**src/design/pmsd_pkg.sv**
```systemverilog
// shared types and constants for the per-dimension mean and deviation block
package pmsd_pkg;

   localparam int DIM_SLOTS  = 8;   // dimension slots carried by one word
   localparam int DIV_W      = 96;  // dividend width of the shared divider
   localparam int DIV_CNT_W  = 7;   // bit counter of the divider
   localparam int ELEM_W     = 32;
   localparam int DIMS_CFG_W = 4;
   localparam int DIM_IDX_W  = 3;

   typedef struct packed {
      logic signed [31:0] element_0;
      logic signed [31:0] element_1;
      logic signed [31:0] element_2;
      logic signed [31:0] element_3;
      logic signed [31:0] element_4;
      logic signed [31:0] element_5;
      logic signed [31:0] element_6;
      logic signed [31:0] element_7;
      logic               final_sample;
   } req_word_type;

   typedef struct packed {
      logic [2:0]         dim_index;
      logic signed [31:0] mean_value;
      logic [31:0]        std_dev;
      logic [31:0]        largest_std_dev;
      logic               overflowed;
      logic               last_result;
   } rsp_word_type;

endpackage

```
**src/design/pmsd_div.sv**
```systemverilog
// restoring divider, one quotient bit per cycle
module pmsd_div #(
   parameter int DVS_W = 9
) (
   input  logic                       clock,
   input  logic                       reset,
   input  logic                       start,
   input  logic [pmsd_pkg::DIV_W-1:0] dividend,
   input  logic [DVS_W-1:0]           divisor,
   output logic                       busy,
   output logic [pmsd_pkg::DIV_W-1:0] quotient
);

   logic [DVS_W-1:0]               rem_ff, rem_in;
   logic [pmsd_pkg::DIV_W-1:0]     quo_ff, quo_in;
   logic [pmsd_pkg::DIV_CNT_W-1:0] cnt_ff, cnt_in;
   logic                           busy_ff, busy_in;
   logic [DVS_W:0]                 shifted;
   logic [DVS_W:0]                 diff;
   logic                           qbit;

   always_comb begin
      shifted = {rem_ff, quo_ff[pmsd_pkg::DIV_W-1]};
      diff    = shifted - {1'b0, divisor};
      qbit    = (shifted >= {1'b0, divisor});
      rem_in  = rem_ff;
      quo_in  = quo_ff;
      cnt_in  = cnt_ff;
      busy_in = busy_ff;
      if (start) begin
         rem_in  = '0;
         quo_in  = dividend;
         cnt_in  = pmsd_pkg::DIV_CNT_W'(pmsd_pkg::DIV_W - 1);
         busy_in = 1'b1;
      end else if (busy_ff) begin
         rem_in  = qbit ? diff[DVS_W-1:0] : shifted[DVS_W-1:0];
         quo_in  = {quo_ff[pmsd_pkg::DIV_W-2:0], qbit};
         cnt_in  = cnt_ff - 1'b1;
         busy_in = (cnt_ff != '0);
      end
   end

   always_ff @(posedge clock) begin
      if (reset) begin
         busy_ff <= 1'b0;
      end else begin
         busy_ff <= busy_in;
      end
      rem_ff <= rem_in;
      quo_ff <= quo_in;
      cnt_ff <= cnt_in;
   end

   assign busy     = busy_ff;
   assign quotient = quo_ff;

endmodule

```
**config.mk**
```make
export PLATFORM = sky130hd
export DESIGN_NAME = pmsd_div
export DESIGN_NICKNAME = d
export VERILOG_FILES = /design/src/design/pmsd_pkg.sv /design/src/design/pmsd_div.sv
export SDC_FILE = /design/constraint.sdc
export NUM_CORES = 1
export LEC_CHECK = 0
export BUFFER_PORTS_ARGS = -buffer_cell sky130_fd_sc_hd__buf_4
export CAP_MARGIN = 20
export CELL_PAD_IN_SITES_DETAIL_PLACEMENT = 1
export CELL_PAD_IN_SITES_GLOBAL_PLACEMENT = 2
export CORE_ASPECT_RATIO = 1.25
export CORE_UTILIZATION = 34
export CTS_CLUSTER_DIAMETER = 40
export DETAILED_ROUTE_END_ITERATION = 10
export PLACE_DENSITY = 0.85
export SETUP_SLACK_MARGIN = 0.2
export SLEW_MARGIN = 0
export SYNTH_ARGS = -nofsm -noshare
export SYNTH_HDL_FRONTEND = slang
export SYNTH_SLANG_ARGS = --single-unit
export TNS_END_PERCENT = 1
```
**constraint.sdc**
```tcl
create_clock -name clock -period 5.4 [get_ports clock]
set_input_delay 0.54 -clock clock [delete_from_list [all_inputs] [get_ports clock]]
set_output_delay 0.54 -clock clock [all_outputs]
set_load 0.01 [all_outputs]
```
# After elaboration in Yosys (flattened, before gate mapping)

Index checks and enable logic that the tools add are counted.
W data, S select, Z words.

Input port bits: 108
Register bits: 113

Reduce and logical (&&, ||, !) cells: 2
Muxes and demuxes: 5
$add $sub $neg: 2
$lt $le $gt $ge: 1

Operator list:

| operator              | count |
|---|---|
| $mux W96              | 2 |
| $ge A10 B9 Y1         | 1 |
| $mux W9               | 1 |
| $sub A9 B9 Y9         | 1 |
| $reduce_bool A7 Y1    | 1 |
| $sub A7 B1 Y7 const B | 1 |
| $mux W1               | 2 |
| $reduce_bool A2 Y1    | 1 |

# Depth between registers and ports, before layout

Word-level depth: 3
Mapped depth: 9

# Worst setup path before layout

No wires, ideal clock.

Path type: in2reg
Start point: in start
End point: reg quo_ff, in the netlist quotient[0] (enable)
Data arrival time: 2.525 ns
Stages on the path: 4
Data required time: 4.986 ns
Buffers on the path: 3
Path slack: 2.462 ns
Path through: clkbuf_1 > clkbuf_1 > clkbuf_1 > or2_2

Cells in the longest elaborated chain, start to end: 1

RTL lines:

| element                      | RTL line       | RTL |
|---|---|---|
| from (decl)                  | pmsd_div.sv:7  | `input logic start,` |
| $reduce_bool A2 Y1 (no line) | --             |  |
| to (signal assigned)         | pmsd_div.sv:50 | `quo_ff <= quo_in;` |
| to (decl)                    | pmsd_div.sv:15 | `logic [pmsd_pkg::DIV_W-1:0] quo_ff, quo_in;` |

Every way passes these cells.
A chain may end at the register's enable or synchronous reset.

# Worst setup path in the final report

Start point: reg busy_ff (netlist: busy)
End point: reg quo_ff, in the netlist quotient[5] (enable)

Cells in the longest elaborated chain, start to end: 1

RTL lines:

| element                      | RTL line       | RTL |
|---|---|---|
| from (decl)                  | pmsd_div.sv:17 | `logic busy_ff, busy_in;` |
| from (signal assigned)       | pmsd_div.sv:47 | `busy_ff <= busy_in;` |
| $reduce_bool A2 Y1 (no line) | --             |  |

Every way passes these cells.

==> metrics <==
sequential share of the synthesized area 61.04%; ant diodes 0; flip-flop and latch count after synthesis 113; Mean Syn Cell Area 15.00 sq um; Final setup violation count 0; row count 50; RSZ-0062 raised after global routing no; Setup crit end quotient[5]; post-route clock period utilization 50.31%; Die Width 113.5 um; Max-cap violations 0; pre-CTS setup slack 2467 ps; IO Count 205; routability cong. 0.7782; Crit-path slowest cell dfxtp_1; post-cts sizing count 0; CTS Buf Count 17; clock sinks 113; minimum clock period 2717 ps; Worst VDD drop 0.2092 mV; asr flop ratio synth 0%; Layout Skew 6.923 ps; routed vias 3737; gr usage total 18.07%; Layout fillers 1549; Remaining DRCs 0; clk root buf clkbuf_16; DP Wirelength 10150 um; vias in the first global route 4150; drt wl/cell 18.04 um; post-synthesis cell count 352; setup bufs post-CTS 0; Post-Route WL 14090 um; outcome completed; initial antenna violation count 0; CP arrival 2760 ps; Syn Nets 472; mapped cell area 0.005280 sq mm; Worst setup EP type flop; DR vias/cell 4.785; Crit Path Class flop to flop; WP data required 5440 ps; Leakage Power 3.157 nW; H-tree levels 4; CP Launch Point busy; WP depth 2; FF-to-FF Start busy; worst setup margin 2683 ps; number of flops mapped to enable cells by yosys 96; Slew Limit Headroom 38.12%; number of library cell types mapped by synthesis 44; die area 0.01603 sq mm; Crit path buffers/inverters 1; Slew Limit Fails 0; Routed Antenna Nets 0; Syn. warnings 0; Port Buffers 204; Worst-Skew Late Latency 400 ps; top_reg_cell synth edfxtp_1; final hold violation count 0; Total Neg Setup Slack 0 ps; layout cells sized above 1 58.12%; hold_buf cts 0; crit path cell chain or2_4 > buf_4; largest net degree at the start of global routing 61; core area 0.01508 sq mm; Reg2Reg Setup Slack 2680 ps; Crit Path Max Fanout 58; total design power 2.720 mW; global route total overflow 0; DRT iter0 DRCs 106; Worst path top cell family by delay flip-flops; Pre-antenna DRT Iters 4; Startpoint Class flop; CP max stage delay 920 ps; Max Fclk 0.3681 GHz; Min-Delay Path Class input pin to flop; P per Cell Area 356.8 mW/mm^2; CTS Buffer Depth 2; Clock transition at path regs 50 ps; sequential standard cell area 0.003223 sq mm; RR Endpoint quotient[5]; CTS tree yes; Final Core Density 50.56%; area of the multi-input gates 0.001941 sq mm; Slew @ Worst Pin 926.9 ps; first-pass GRT wire length 22070 um; R2R cell count 2; Initial Utilization 35.02%; Die Y 141.3 um; synthesis-to-layout area growth 44.38%; final net count 680
[cell usage in the layout, fill, tap and decap left out, types with 2 or more instances in the layout]
cell,n
buf_4,206
edfxtp_1,96
mux2_2,92
dfxtp_1,17
clkbuf_16,17
inv_1,14
nor2_1,14
ha_1,11
nand2_1,9
nand2b_1,9
a21oi_1,7
xor2_1,6
mux2i_1,6
mux2_1,5
nand3_1,4
nor3_1,4
xnor2_1,4
a211oi_1,4
bufinv_16,4
clkinv_2,4
a311oi_1,3
clkinv_1,3
a211oi_2,2
o21ai_0,2
nand3b_1,2
o31ai_1,2
nor4_1,2
o211ai_1,2
clkbuf_1,2
[sequential cells by signal, indices dropped and copies added, names as in the netlist]
name,count
rem_ff,9
busy,1
cnt_ff,7
quotient,96
[worst min-delay path by stage]
| stage | slack, ps | endpoint | startpoint | cells past startpoint |
|---|---|---|---|---|
| final | 290 | busy | reset | 2 |
| after global routing | 290 | busy | reset | 2 |
| after CTS | 280 | busy | reset | 2 |
| after detailed placement | 490 | cnt_ff[6] | cnt_ff[6] | 2 |
| after global placement | 470 | cnt_ff[6] | cnt_ff[6] | 2 |
| after floorplan | 460 | cnt_ff[6] | cnt_ff[6] | 2 |
[cell usage after synthesis, types with 3 or more instances]
| cell | n | area (sq um) |
|---|---|---|
| clkbuf_1 | 10 | 37.54 |
| nand2_1 | 9 | 33.78 |
| mux2_1 | 5 | 56.30 |
| a211oi_1 | 4 | 30.03 |
| a21oi_1 | 7 | 35.03 |
| xnor2_1 | 4 | 35.03 |
| inv_1 | 14 | 52.55 |
| nand3_1 | 4 | 20.02 |
| edfxtp_1 | 96 | 2883 |
| buf_1 | 5 | 18.77 |
| nand2b_1 | 9 | 56.30 |
| mux2_2 | 92 | 1036 |
| a311oi_1 | 3 | 26.28 |
| ha_1 | 11 | 137.6 |
| mux2i_1 | 6 | 60.06 |
| xor2_1 | 6 | 52.55 |
| nor2_1 | 14 | 52.55 |
| nor3_1 | 4 | 20.02 |
| dfxtp_1 | 17 | 340.3 |
[metrics by stage]
stage / area [sq um] / hold WS, ps / instances
after floorplan: 5280 / 455.3 / 352
after global placement: 7023 / 471.1 / 749
after detailed placement: 7023 / 486.0 / 749
after CTS: 7624 / 281.0 / 781
after global routing: 7624 / 287.3 / 781
final: 7624 / 294.1 / 781
[routing by layer]
metal / GRT usage [%] / part of all wire, % / vias to the layer above
met1: 19.65 / 37 / 1833
met2: 32.00 / 54 / 123
met5: 0 / 0 / -
met4: 7.895 / 2.3 / 0
met3: 5.809 / 6.4 / 23
li1: - / - / 1758
[area by class of cell]
| class | count | share of cell area, % |
|---|---|---|
| Multi-Input combinational cell | 208 | 25.46 |
| Sequential cell | 113 | 42.28 |
| Timing Repair Buffer | 206 | 20.29 |
| Inverter | 14 | 0.6893 |
| Clock inverter | 13 | 2.199 |
| Clock buffer | 19 | 5.679 |
| Tap cell | 208 | 3.414 |
[worst register-to-register path, cell delays in order, from the launching register on]
cell and delay (ps):
dfxtp_1 920, or2_4 830, buf_4 580
[where the power goes]
group          switching, mW  internal [mW]  leakage [nW]
logic                  0.207          0.250          1.76
clock network          0.386          0.763         0.293
registers             0.0556           1.06          1.10
total                  0.648           2.07          3.16
[cell families after synthesis]
family          count (synthesis)  share of synthesized area (%)
compound gates                 31                          4.763
xor+xnor                       10                          1.659
fa+ha+maj                      12                          2.986
buf+inv                        31                          2.251
flops                         113                          61.04
mux                           103                          21.82
simple gates                   52                          5.474
Power figures use the tool's default switching activity.
