[src/design/pmsd_sqrt.sv]
// bit-pair integer square root of a 64-bit value
module pmsd_sqrt (
   input  logic        clock,
   input  logic        reset,
   input  logic        start,
   input  logic [63:0] value,
   output logic        busy,
   output logic [31:0] root
);

   logic [63:0] op_ff, op_in;
   logic [63:0] res_ff, res_in;
   logic [63:0] one_ff, one_in;
   logic        busy_ff, busy_in;
   logic [63:0] trial;

   always_comb begin
      trial   = res_ff + one_ff;
      op_in   = op_ff;
      res_in  = res_ff;
      one_in  = one_ff;
      busy_in = busy_ff;
      if (start) begin
         op_in   = value;
         res_in  = '0;
         one_in  = 64'h4000_0000_0000_0000;
         busy_in = 1'b1;
      end else if (busy_ff) begin
         if (op_ff >= trial) begin
            op_in  = op_ff - trial;
            res_in = (res_ff >> 1) + one_ff;
         end else begin
            res_in = res_ff >> 1;
         end
         one_in  = one_ff >> 2;
         busy_in = !one_ff[0];
      end
   end

   always_ff @(posedge clock) begin
      if (reset) begin
         busy_ff <= 1'b0;
      end else begin
         busy_ff <= busy_in;
      end
      op_ff  <= op_in;
      res_ff <= res_in;
      one_ff <= one_in;
   end

   assign busy = busy_ff;
   assign root = res_ff[31:0];

endmodule

[config.mk]
export PLATFORM = sky130hd
export DESIGN_NAME = pmsd_sqrt
export DESIGN_NICKNAME = d
export VERILOG_FILES = /design/src/design/pmsd_sqrt.sv
export SDC_FILE = /design/constraint.sdc
export NUM_CORES = 1
export LEC_CHECK = 0
export ABC_AREA = 1
export BUFFER_PORTS_ARGS = -buffer_cell sky130_fd_sc_hd__buf_4
export CAP_MARGIN = 20
export CORE_UTILIZATION = 40
export DETAILED_ROUTE_END_ITERATION = 16
export GPL_TIMING_DRIVEN = 1
export SLEW_MARGIN = 15
export SYNTH_ARGS = -nofsm -noshare
export SYNTH_HDL_FRONTEND = slang
export SYNTH_SLANG_ARGS = --single-unit
[constraint.sdc]
create_clock -name clock -period 13.5 [get_ports clock]
set_input_delay 4.05 -clock clock [delete_from_list [all_inputs] [get_ports clock]]
set_output_delay 4.05 -clock clock [all_outputs]
set_load 0.005 [all_outputs]
== Word level (Yosys, flattened, before mapping) ==
Cells that the tools add are included.

* Logic and storage cells: 18
* Input port bits: 67
* Output and inout bits: 33
* Bits in registers: 161

* Add/sub/neg operators: 3
* Mux-type cells: 6
* $lt $le $gt $ge: 1
* Reductions and logical operators: 4

{| class="wikitable"
|+ Operators with widths
! kind !! number
|-
| 64-bit 2-to-1 mux || 4
|-
| 63-bit by 63-bit adder with 64-bit output || 1
|-
| 64-bit by 63-bit adder with 64-bit output || 1
|-
| 64-bit greater-or-equal comparator || 1
|-
| 64-bit subtractor || 1
|-
| 2-bit nonzero test || 2
|-
| 1-bit 2-to-1 mux || 2
|-
| 2-bit AND reduction || 1
|-
| 1-bit zero test || 1
|}

== Longest topological paths before layout ==
Gate-level depths: netlist of the first run.

* Depth in word-level cells: 5
* Gate-level depth with buffers: 29
* Gate-level depth less buffers: 27

== Least setup slack after synthesis of the first run ==
No wires, ideal clock.

* Path type: input port to flip-flop
* Start: input port start
* End: register op_ff[0] (enable)
* Slack: 7074 ps
* Setup time: 690 ps
* Data arrival time: 5736 ps
* Required time: 12810 ps
* Buffers on the path: 2
* Cell stages on the path: 4
* Cell sequence: clkbuf_1 > inv_2 > clkbuf_1 > nand2_1

* Cells in the longest elaborated chain, start to end: 2
* Elaborated cells on any way between the ends: 3
* Those cells by class: 3 x reduce/logical

{| class="wikitable"
|+ RTL lines
! what !! RTL line !! source
|-
| start: declaration || 5 || <nowiki>input logic start,</nowiki>
|-
| 2-bit nonzero test (no line) || - ||
|-
| 2-bit AND reduction (no line) (*) || - ||
|-
| end signal: assignment || 46 || <nowiki>op_ff <= op_in;</nowiki>
|-
| end: declaration || 11 || <nowiki>logic [63:0] op_ff, op_in;</nowiki>
|}

Every way passes the cells marked *; elsewhere a longest branch is shown, timed or not.
A chain may end at the register's enable or synchronous reset.

== Worst setup path in the final report of the first run ==
* Start: register res_ff[12]
* End: register op_ff[7] (enable)

* Cells in the longest elaborated chain, start to end: 4

{| class="wikitable"
|+ RTL lines
! what !! RTL line !! source
|-
| start: declaration || 12 || <nowiki>logic [63:0] res_ff, res_in;</nowiki>
|-
| start signal: assignment || 47 || <nowiki>res_ff <= res_in;</nowiki>
|-
| 64-bit by 63-bit adder with 64-bit output || 18 || <nowiki>trial = res_ff + one_ff;</nowiki>
|-
| 64-bit greater-or-equal comparator || 29 || <nowiki>if (op_ff >= trial) begin</nowiki>
|-
| 2-bit nonzero test (no line) || - ||
|-
| 2-bit AND reduction (no line) || - ||
|}

No other way between the ends.

==> flow_summary.json, run 1 <==
{
  "status": "completed",
  "avgSynthCellArea_um2": 5.64,
  "crit_path_top_delay_cell": "buf_4",
  "synth-edff-count": 64,
  "vdd_drop_max_mv": 0.116,
  "dieArea_mm2": 0.0514,
  "seq_area_mm2": 0.00387,
  "routed_wl_um": 78400,
  "synth_top_flop_cell": "dfxtp_1",
  "synth-seq-cells": 161,
  "fin_crit_sh": 0.445,
  "final_common_cell": "nand2_1",
  "report.final.hold_viol_count": 0,
  "r2r_setup_slack_ns": 7.49,
  "skew_ns": 0.0208,
  "port_buffers": 99,
  "relSlewSlack": 0.302,
  "die_h_um": 227,
  "pwr_density_cell_mw_per_mm2": 195,
  "dp_hpwl_um": 63500,
  "drt_first_pass_iters": 6,
  "cts_sinks": 161,
  "worstMarginPinSlew_ns": 1.05,
  "syn2layout_area_growth_pct": 7.39,
  "first_iter_violations": 1869,
  "place_congestion": 0.988,
  "fmax_ghz": 0.167,
  "async_reset_ff_frac": 0,
  "crit_family": "simple AND/OR/NAND/NOR gates",
  "fin_cells": 4261,
  "setup_viol_count_final": 0,
  "drv_cap": 0,
  "start_util": 0.409,
  "required_ns": 13.63,
  "synth_nets": 3775,
  "crit_path_end_kind": "flop",
  "leakage_nw": 9.89,
  "h-tree-depth": 4,
  "via_count": 22800,
  "min_period_ns": 6.01,
  "clk_latency_ns": 0.53,
  "final_util": 0.439,
  "grt_max_degree": 91,
  "synthCells": 3577,
  "clockBufferDepth": 2,
  "numCtsBuffers": 17,
  "grt_overflow_total": 0,
  "n_antenna_cell": 0,
  "post_cts_buffers": 0,
  "tritoncts": "done",
  "start_kind": "flop",
  "ant_nets": 0,
  "crit_fanout": 64,
  "wl_per_cell_um": 18.4,
  "mostFrequentLayoutCells": "nand2_1 (1,195), inv_1 (493), nor2_1 (439), nand3_1 (295), a21oi_1 (225)",
  "place_inst": 4229,
  "fp.dieW_um": 227,
  "viasPerCell": 5.34,
  "critPathKind": "reg -> reg",
  "fin_nets": 3782,
  "multi_input_area_mm2": 0.0137,
  "core_area_mm2": 0.0494,
  "totalPowerFinal_mw": 4.22,
  "rsz0062_at_grt": "false",
  "postCtsHoldBufs": 0,
  "grt_first_pass_wirelength_um": 119000,
  "synth.distinct_cells": 45,
  "netlist_area_mm2": 0.0202,
  "arrival_ns": 6.14,
  "grt_util_all_layers": 0.309,
  "antenna_found_initial": 0,
  "io_pins": 100,
  "ys_seq_area_frac": 0.191,
  "cts.clk_slew.worst_paths_ns": 0.08,
  "path_cells": "ha_1 > nand2_1 > o21ai_1 > o21bai_1 > nor2_1 > o21ai_1 > nand2_1 > nand2_1 > xor2_1 > ha_1 > nand2_1 > nor2_1 > nand3_1 > nor2_1 > nand4_1 > nand3_1 > nand2_2 > buf_4 > nand2_2 > nand2_2 > nand2_2 > buf_4",
  "drive_above_1_share": 0.0531,
  "finalMaxSlewViolations": 0,
  "crit_buf_inv": 2,
  "grt_pass1_vias": 21900,
  "post_cts_resized": 0,
  "crit_path_max_incr_delay_ns": 0.73,
  "rows": 81,
  "fillers": 5669,
  "root_buffer": "clkbuf_16",
  "finalSetupTns_ns": 0,
  "synth_warnings": 0,
  "holdCritPathClass": "reg -> reg",
  "drc_errors": 0
}
metal layers:
| layer | part of all wire | track usage | vias to the layer above |
|---|---|---|---|
| met5 | 0 | 0 | - |
| met4 | 0.048 | 0.156 | 0 |
| met3 | 0.056 | 0.0409 | 183 |
| met2 | 0.45 | 0.504 | 768 |
| met1 | 0.44 | 0.397 | 10400 |
| li1 | - | - | 11400 |
synth_stat cells (51+ instances only):
cell / number / share of area
o21ai_0: 174 / 0.043
a21oi_1: 225 / 0.056
inv_1: 493 / 0.092
nand3_1: 295 / 0.073
xnor2_1: 52 / 0.023
dfxtp_1: 97 / 0.096
ha_1: 130 / 0.081
nand2_1: 1196 / 0.22
nor2_1: 439 / 0.082
edfxtp_1: 64 / 0.095
xor2_1: 52 / 0.023
buf_4: 51 / 0.019
final cells by class:
cell class | count | share of cell area
multi-input cells | 2800 | 0.634
well taps | 664 | 0.0383
repair buffers | 107 | 0.0370
inverters | 497 | 0.0860
flip-flops and latches | 161 | 0.178
clock buffers | 17 | 0.0196
clock inverters | 15 | 0.00658
sequential cells by signal, indices dropped and copies added, names as in the netlist:
name and count:
one_ff 32, busy 1, res_ff 64, op_ff 64
kinds of logic (layout without fill, tap and decap cells):
family / count (synthesis) / count (layout) / synth area share
xor gates and xnor gates: 104 / 104 / 0.0451
DFF: 161 / 161 / 0.191
adders and majority gates: 131 / 131 / 0.0816
buffers and inverters: 616 / 636 / 0.128
and+or+nand+nor: 2076 / 2076 / 0.423
AOI/OAI and AO/OA: 489 / 489 / 0.131
worst min-delay path: stages (launching register included):
cell     delay [ns]
dfxtp_1        0.33
nand2_1        0.06
a21oi_1        0.06
worst paths after layout:
path,from,end,cells past startpoint
worst min register to register,res_ff[0],res_ff[0],2
worst min-delay path,res_ff[0],res_ff[0],2
worst max register to register,res_ff[12],op_ff[7],22
worst max-delay path,res_ff[12],op_ff[7],22
power breakdown:
group	switching, mW	leakage (nW)	total (mW)	internal, mW
registers	0.209	1.43	0.909	0.700
clock network	0.264	0.281	0.508	0.244
logic	1.86	8.17	2.80	0.942
stage by stage:
step / cell area (µm²) / hold WS [ns] / worst slack [ns]
4_1_cts: 21700 / 0.504 / 7.51
2_1_floorplan: 20200 / 0.463 / 7.07
3_3_place_gp: 21100 / 0.488 / 6.97
3_5_place_dp: 21100 / 0.490 / 6.96
6_report: 21700 / 0.499 / 7.49
5_1_grt: 21700 / 0.538 / 7.15
Power figures use the tool's default switching activity.
==> inputs of run 2 (changes only) <==
Settings changed: ABC_AREA 1 to 0.
Clock period 13.5 ns to 5.91 ns, I/O delays scaled along.
==> run 2 against run 1 <==
Global-route usage decreased by 6.6 points. Critical path type unchanged. Count of clock-buffer cells in the layout up 3. Register-to-register slack worse by 7.3 ns. Flip-flop and latch count unchanged. Sequential share of layout area increased by 4.2 points. Clock power grew 130%. Largest cell class unchanged. Final cell count fell by 40%. Synthesized area fell by 24%.
==> flow_summary.json, run 2 <==
{
  "yosysMostFrequentCell": "nand2_1",
  "final_util": 0.470,
  "skew_ns": 0.0117,
  "preCtsSetupSlack_ns": -0.126,
  "final_common_cell": "nand2_1",
  "fin_nets": 2229,
  "netlist_area_mm2": 0.0153,
  "rr_worst_depth": 25,
  "pwr_density_cell_mw_per_mm2": 458,
  "worstMarginPinSlew_ns": 1.05,
  "worst_slack_ns": 0.173,
  "tritoncts": "done",
  "via_count": 15000,
  "finalMaxSlewViolations": 0,
  "crit_end": "op_ff[58]",
  "crit_fanout": 32,
  "mostFrequentLayoutCells": "nand2_1 (233), nor2_1 (205), buf_4 (171), o21ai_0 (160), a21oi_1 (132)",
  "arrival_ns": 5.94,
  "totalPowerFinal_mw": 8.10,
  "routed_wl_um": 48300,
  "rows": 71,
  "drc_errors": 0,
  "postCtsHoldBufs": 0,
  "cts.clk_slew.worst_paths_ns": 0.07,
  "root_buffer": "clkbuf_16",
  "report.final.hold_viol_count": 0,
  "relSlewSlack": 0.301,
  "synth_top_flop_cell": "dfxtp_1",
  "cp_common_cell": "ha_2",
  "clockBufferDepth": 2,
  "syn2layout_area_growth_pct": 15.4,
  "leakage_nw": 6.76,
  "grt_overflow_total": 0,
  "reg_top3": "op_ff (64), res_ff (64), one_ff (32)",
  "antenna_found_initial": 0,
  "fp.dieW_um": 198,
  "hold_path_depth": 2,
  "synthCells": 1974,
  "cp-startpoint": "res_ff[0]",
  "r2r_setup_slack_ns": 0.17,
  "dieArea_mm2": 0.0391,
  "async_reset_ff_frac": 0,
  "fin_crit_sh": 0.971,
  "status": "completed",
  "ant_nets": 0,
  "required_ns": 6.11,
  "synth_area_leader_cell": "dfxtp_1",
  "synthTopCellsByArea": "dfxtp_1 (13%), edfxtp_1 (13%), ha_1 (11%)",
  "synth-edff-count": 64,
  "reg2reg_from": "res_ff[0]",
  "port_buffers": 99,
  "holdCritPathClass": "reg -> reg",
  "n_antenna_cell": 0,
  "dp_hpwl_um": 36100,
  "fmax_ghz": 0.174,
  "crit_path_max_incr_delay_ns": 0.39,
  "synth-seq-cells": 161,
  "drive_above_1_share": 0.152,
  "grt_first_pass_wirelength_um": 74800,
  "drv_cap": 0,
  "grt_max_degree": 83,
  "place_congestion": 0.939,
  "finalSetupTns_ns": 0,
  "avgSynthCellArea_um2": 7.77,
  "crit_path_top_delay_cell": "a311o_1",
  "start_util": 0.407,
  "setup_viol_count_final": 0,
  "numCtsBuffers": 17,
  "min_period_ns": 5.74,
  "r2r-end": "op_ff[58]",
  "crit_path_end_kind": "flop",
  "viasPerCell": 5.88,
  "rsz0062_at_grt": "true",
  "synth_nets": 2172,
  "synth_warnings": 0,
  "vdd_drop_max_mv": 0.247,
  "h-tree-depth": 4,
  "final_area_mm2": 0.0177,
  "crit_buf_inv": 5,
  "first_iter_violations": 941,
  "cp_num_cells": 25,
  "critPathKind": "reg -> reg",
  "cts_sinks": 161,
  "ys_seq_area_frac": 0.252,
  "drt_first_pass_iters": 5,
  "io_pins": 100,
  "wl_per_cell_um": 18.9,
  "core_area_mm2": 0.0377,
  "netlist.area_leader.share": 0.127,
  "start_kind": "flop",
  "dpl_cell_area_mm2": 0.0166,
  "clk_latency_ns": 0.47,
  "synth.distinct_cells": 87,
  "grt_util_all_layers": 0.243,
  "synth_common_cells": "nand2_1 (236), nor2_1 (207), o21ai_0 (166), a21oi_1 (136), ha_1 (130)",
  "die_h_um": 198,
  "grt_pass1_vias": 14200,
  "crit_family": "compound AO/OA/AOI/OAI gates"
}
==> run 2: cell types whose count changed in the layout (fill, tap and decap cells not counted), sizes merged, moves of 32 or more <==
cell | previous run | this run
inv | 507 | 43
a31oi | 13 | 57
nand3 | 295 | 31
a21oi | 236 | 137
nand3b | 34 | 2
buf | 107 | 179
nor2 | 444 | 207
nand2 | 1211 | 236
mux2i | 0 | 48
==> run 2: layout make-up <==
type / count / area, µm²
clock inverters: 12 / 120
flip-flops and latches: 161 / 3890
fillers: 3813 / 20000
well taps: 511 / 639
inverters: 37 / 139
multi-input cells: 1631 / 10900
clock buffers: 20 / 468
repair buffers: 183 / 1540
==> run 2: logic make-up (layout without fill, tap and decap cells) <==
kind of cell	Yosys count	in the layout	synth area share
compound gates	634	634	0.271
xor+xnor	147	147	0.0840
fa+ha+maj	131	131	0.107
buf+inv	182	252	0.0542
flops	161	161	0.252
mux	50	50	0.0328
simple gates	669	669	0.198
==> run 2: timing repair <==
| action | in CTS | in global routing |
|---|---|---|
| setup buffers | 1 | 14 |
| pin swaps | 3 | 31 |
| hold endpoints to repair | 0 | 0 |
| gates cloned | 2 | 2 |
| gates resized for setup | 5 | 64 |
| endpoints found under the setup margin | 77 | 141 |
==> run 2: power breakdown <==
group,switching [mW],internal (mW)
Combinational,3.00,2.17
Clock,0.537,0.625
Sequential,0.216,1.56
==> run 2: through the flow <==
stage	hold slack [ns]	cells
final	0.526	2555
after global routing	0.552	2555
after CTS	0.549	2540
after detailed placement	0.535	2505
after global placement	0.525	2505
after floorplan	0.479	1974
==> run 2: worst min-delay path by stage <==
stage / start / end / slack (ns)
final: res_ff[0] / res_ff[0] / 0.53
after global routing: one_ff[36] / one_ff[34] / 0.55
after CTS: res_ff[0] / res_ff[0] / 0.55
after detailed placement: res_ff[0] / res_ff[0] / 0.53
after global placement: res_ff[0] / res_ff[0] / 0.52
after floorplan: res_ff[0] / res_ff[0] / 0.48
==> run 2: per-layer routing <==
metal,track usage,vias up,part of all wire
met2,0.432,411,0.49
met1,0.288,7119,0.43
met4,0.0970,0,0.035
met3,0.0429,91,0.048
met5,0,-,0
li1,-,7390,-
==> run 2: worst reg2reg max path, cell delays in order (launching register included) <==
cell	delay [ns]
dfxtp_2	0.37
ha_2	0.21
ha_2	0.19
a21oi_1	0.12
o31ai_2	0.20
buf_4	0.16
a21oi_2	0.07
a311oi_2	0.37
a41oi_2	0.23
o31ai_1	0.33
buf_4	0.18
a311oi_1	0.12
o31ai_1	0.28
nand2_1	0.10
xor2_1	0.16
ha_2	0.20
a21o_1	0.18
a21o_1	0.20
a221oi_4	0.28
o211ai_1	0.19
a311o_1	0.39
o211ai_4	0.22
buf_12	0.18
buf_12	0.16
o21ai_4	0.09
clkbuf_16	0.28
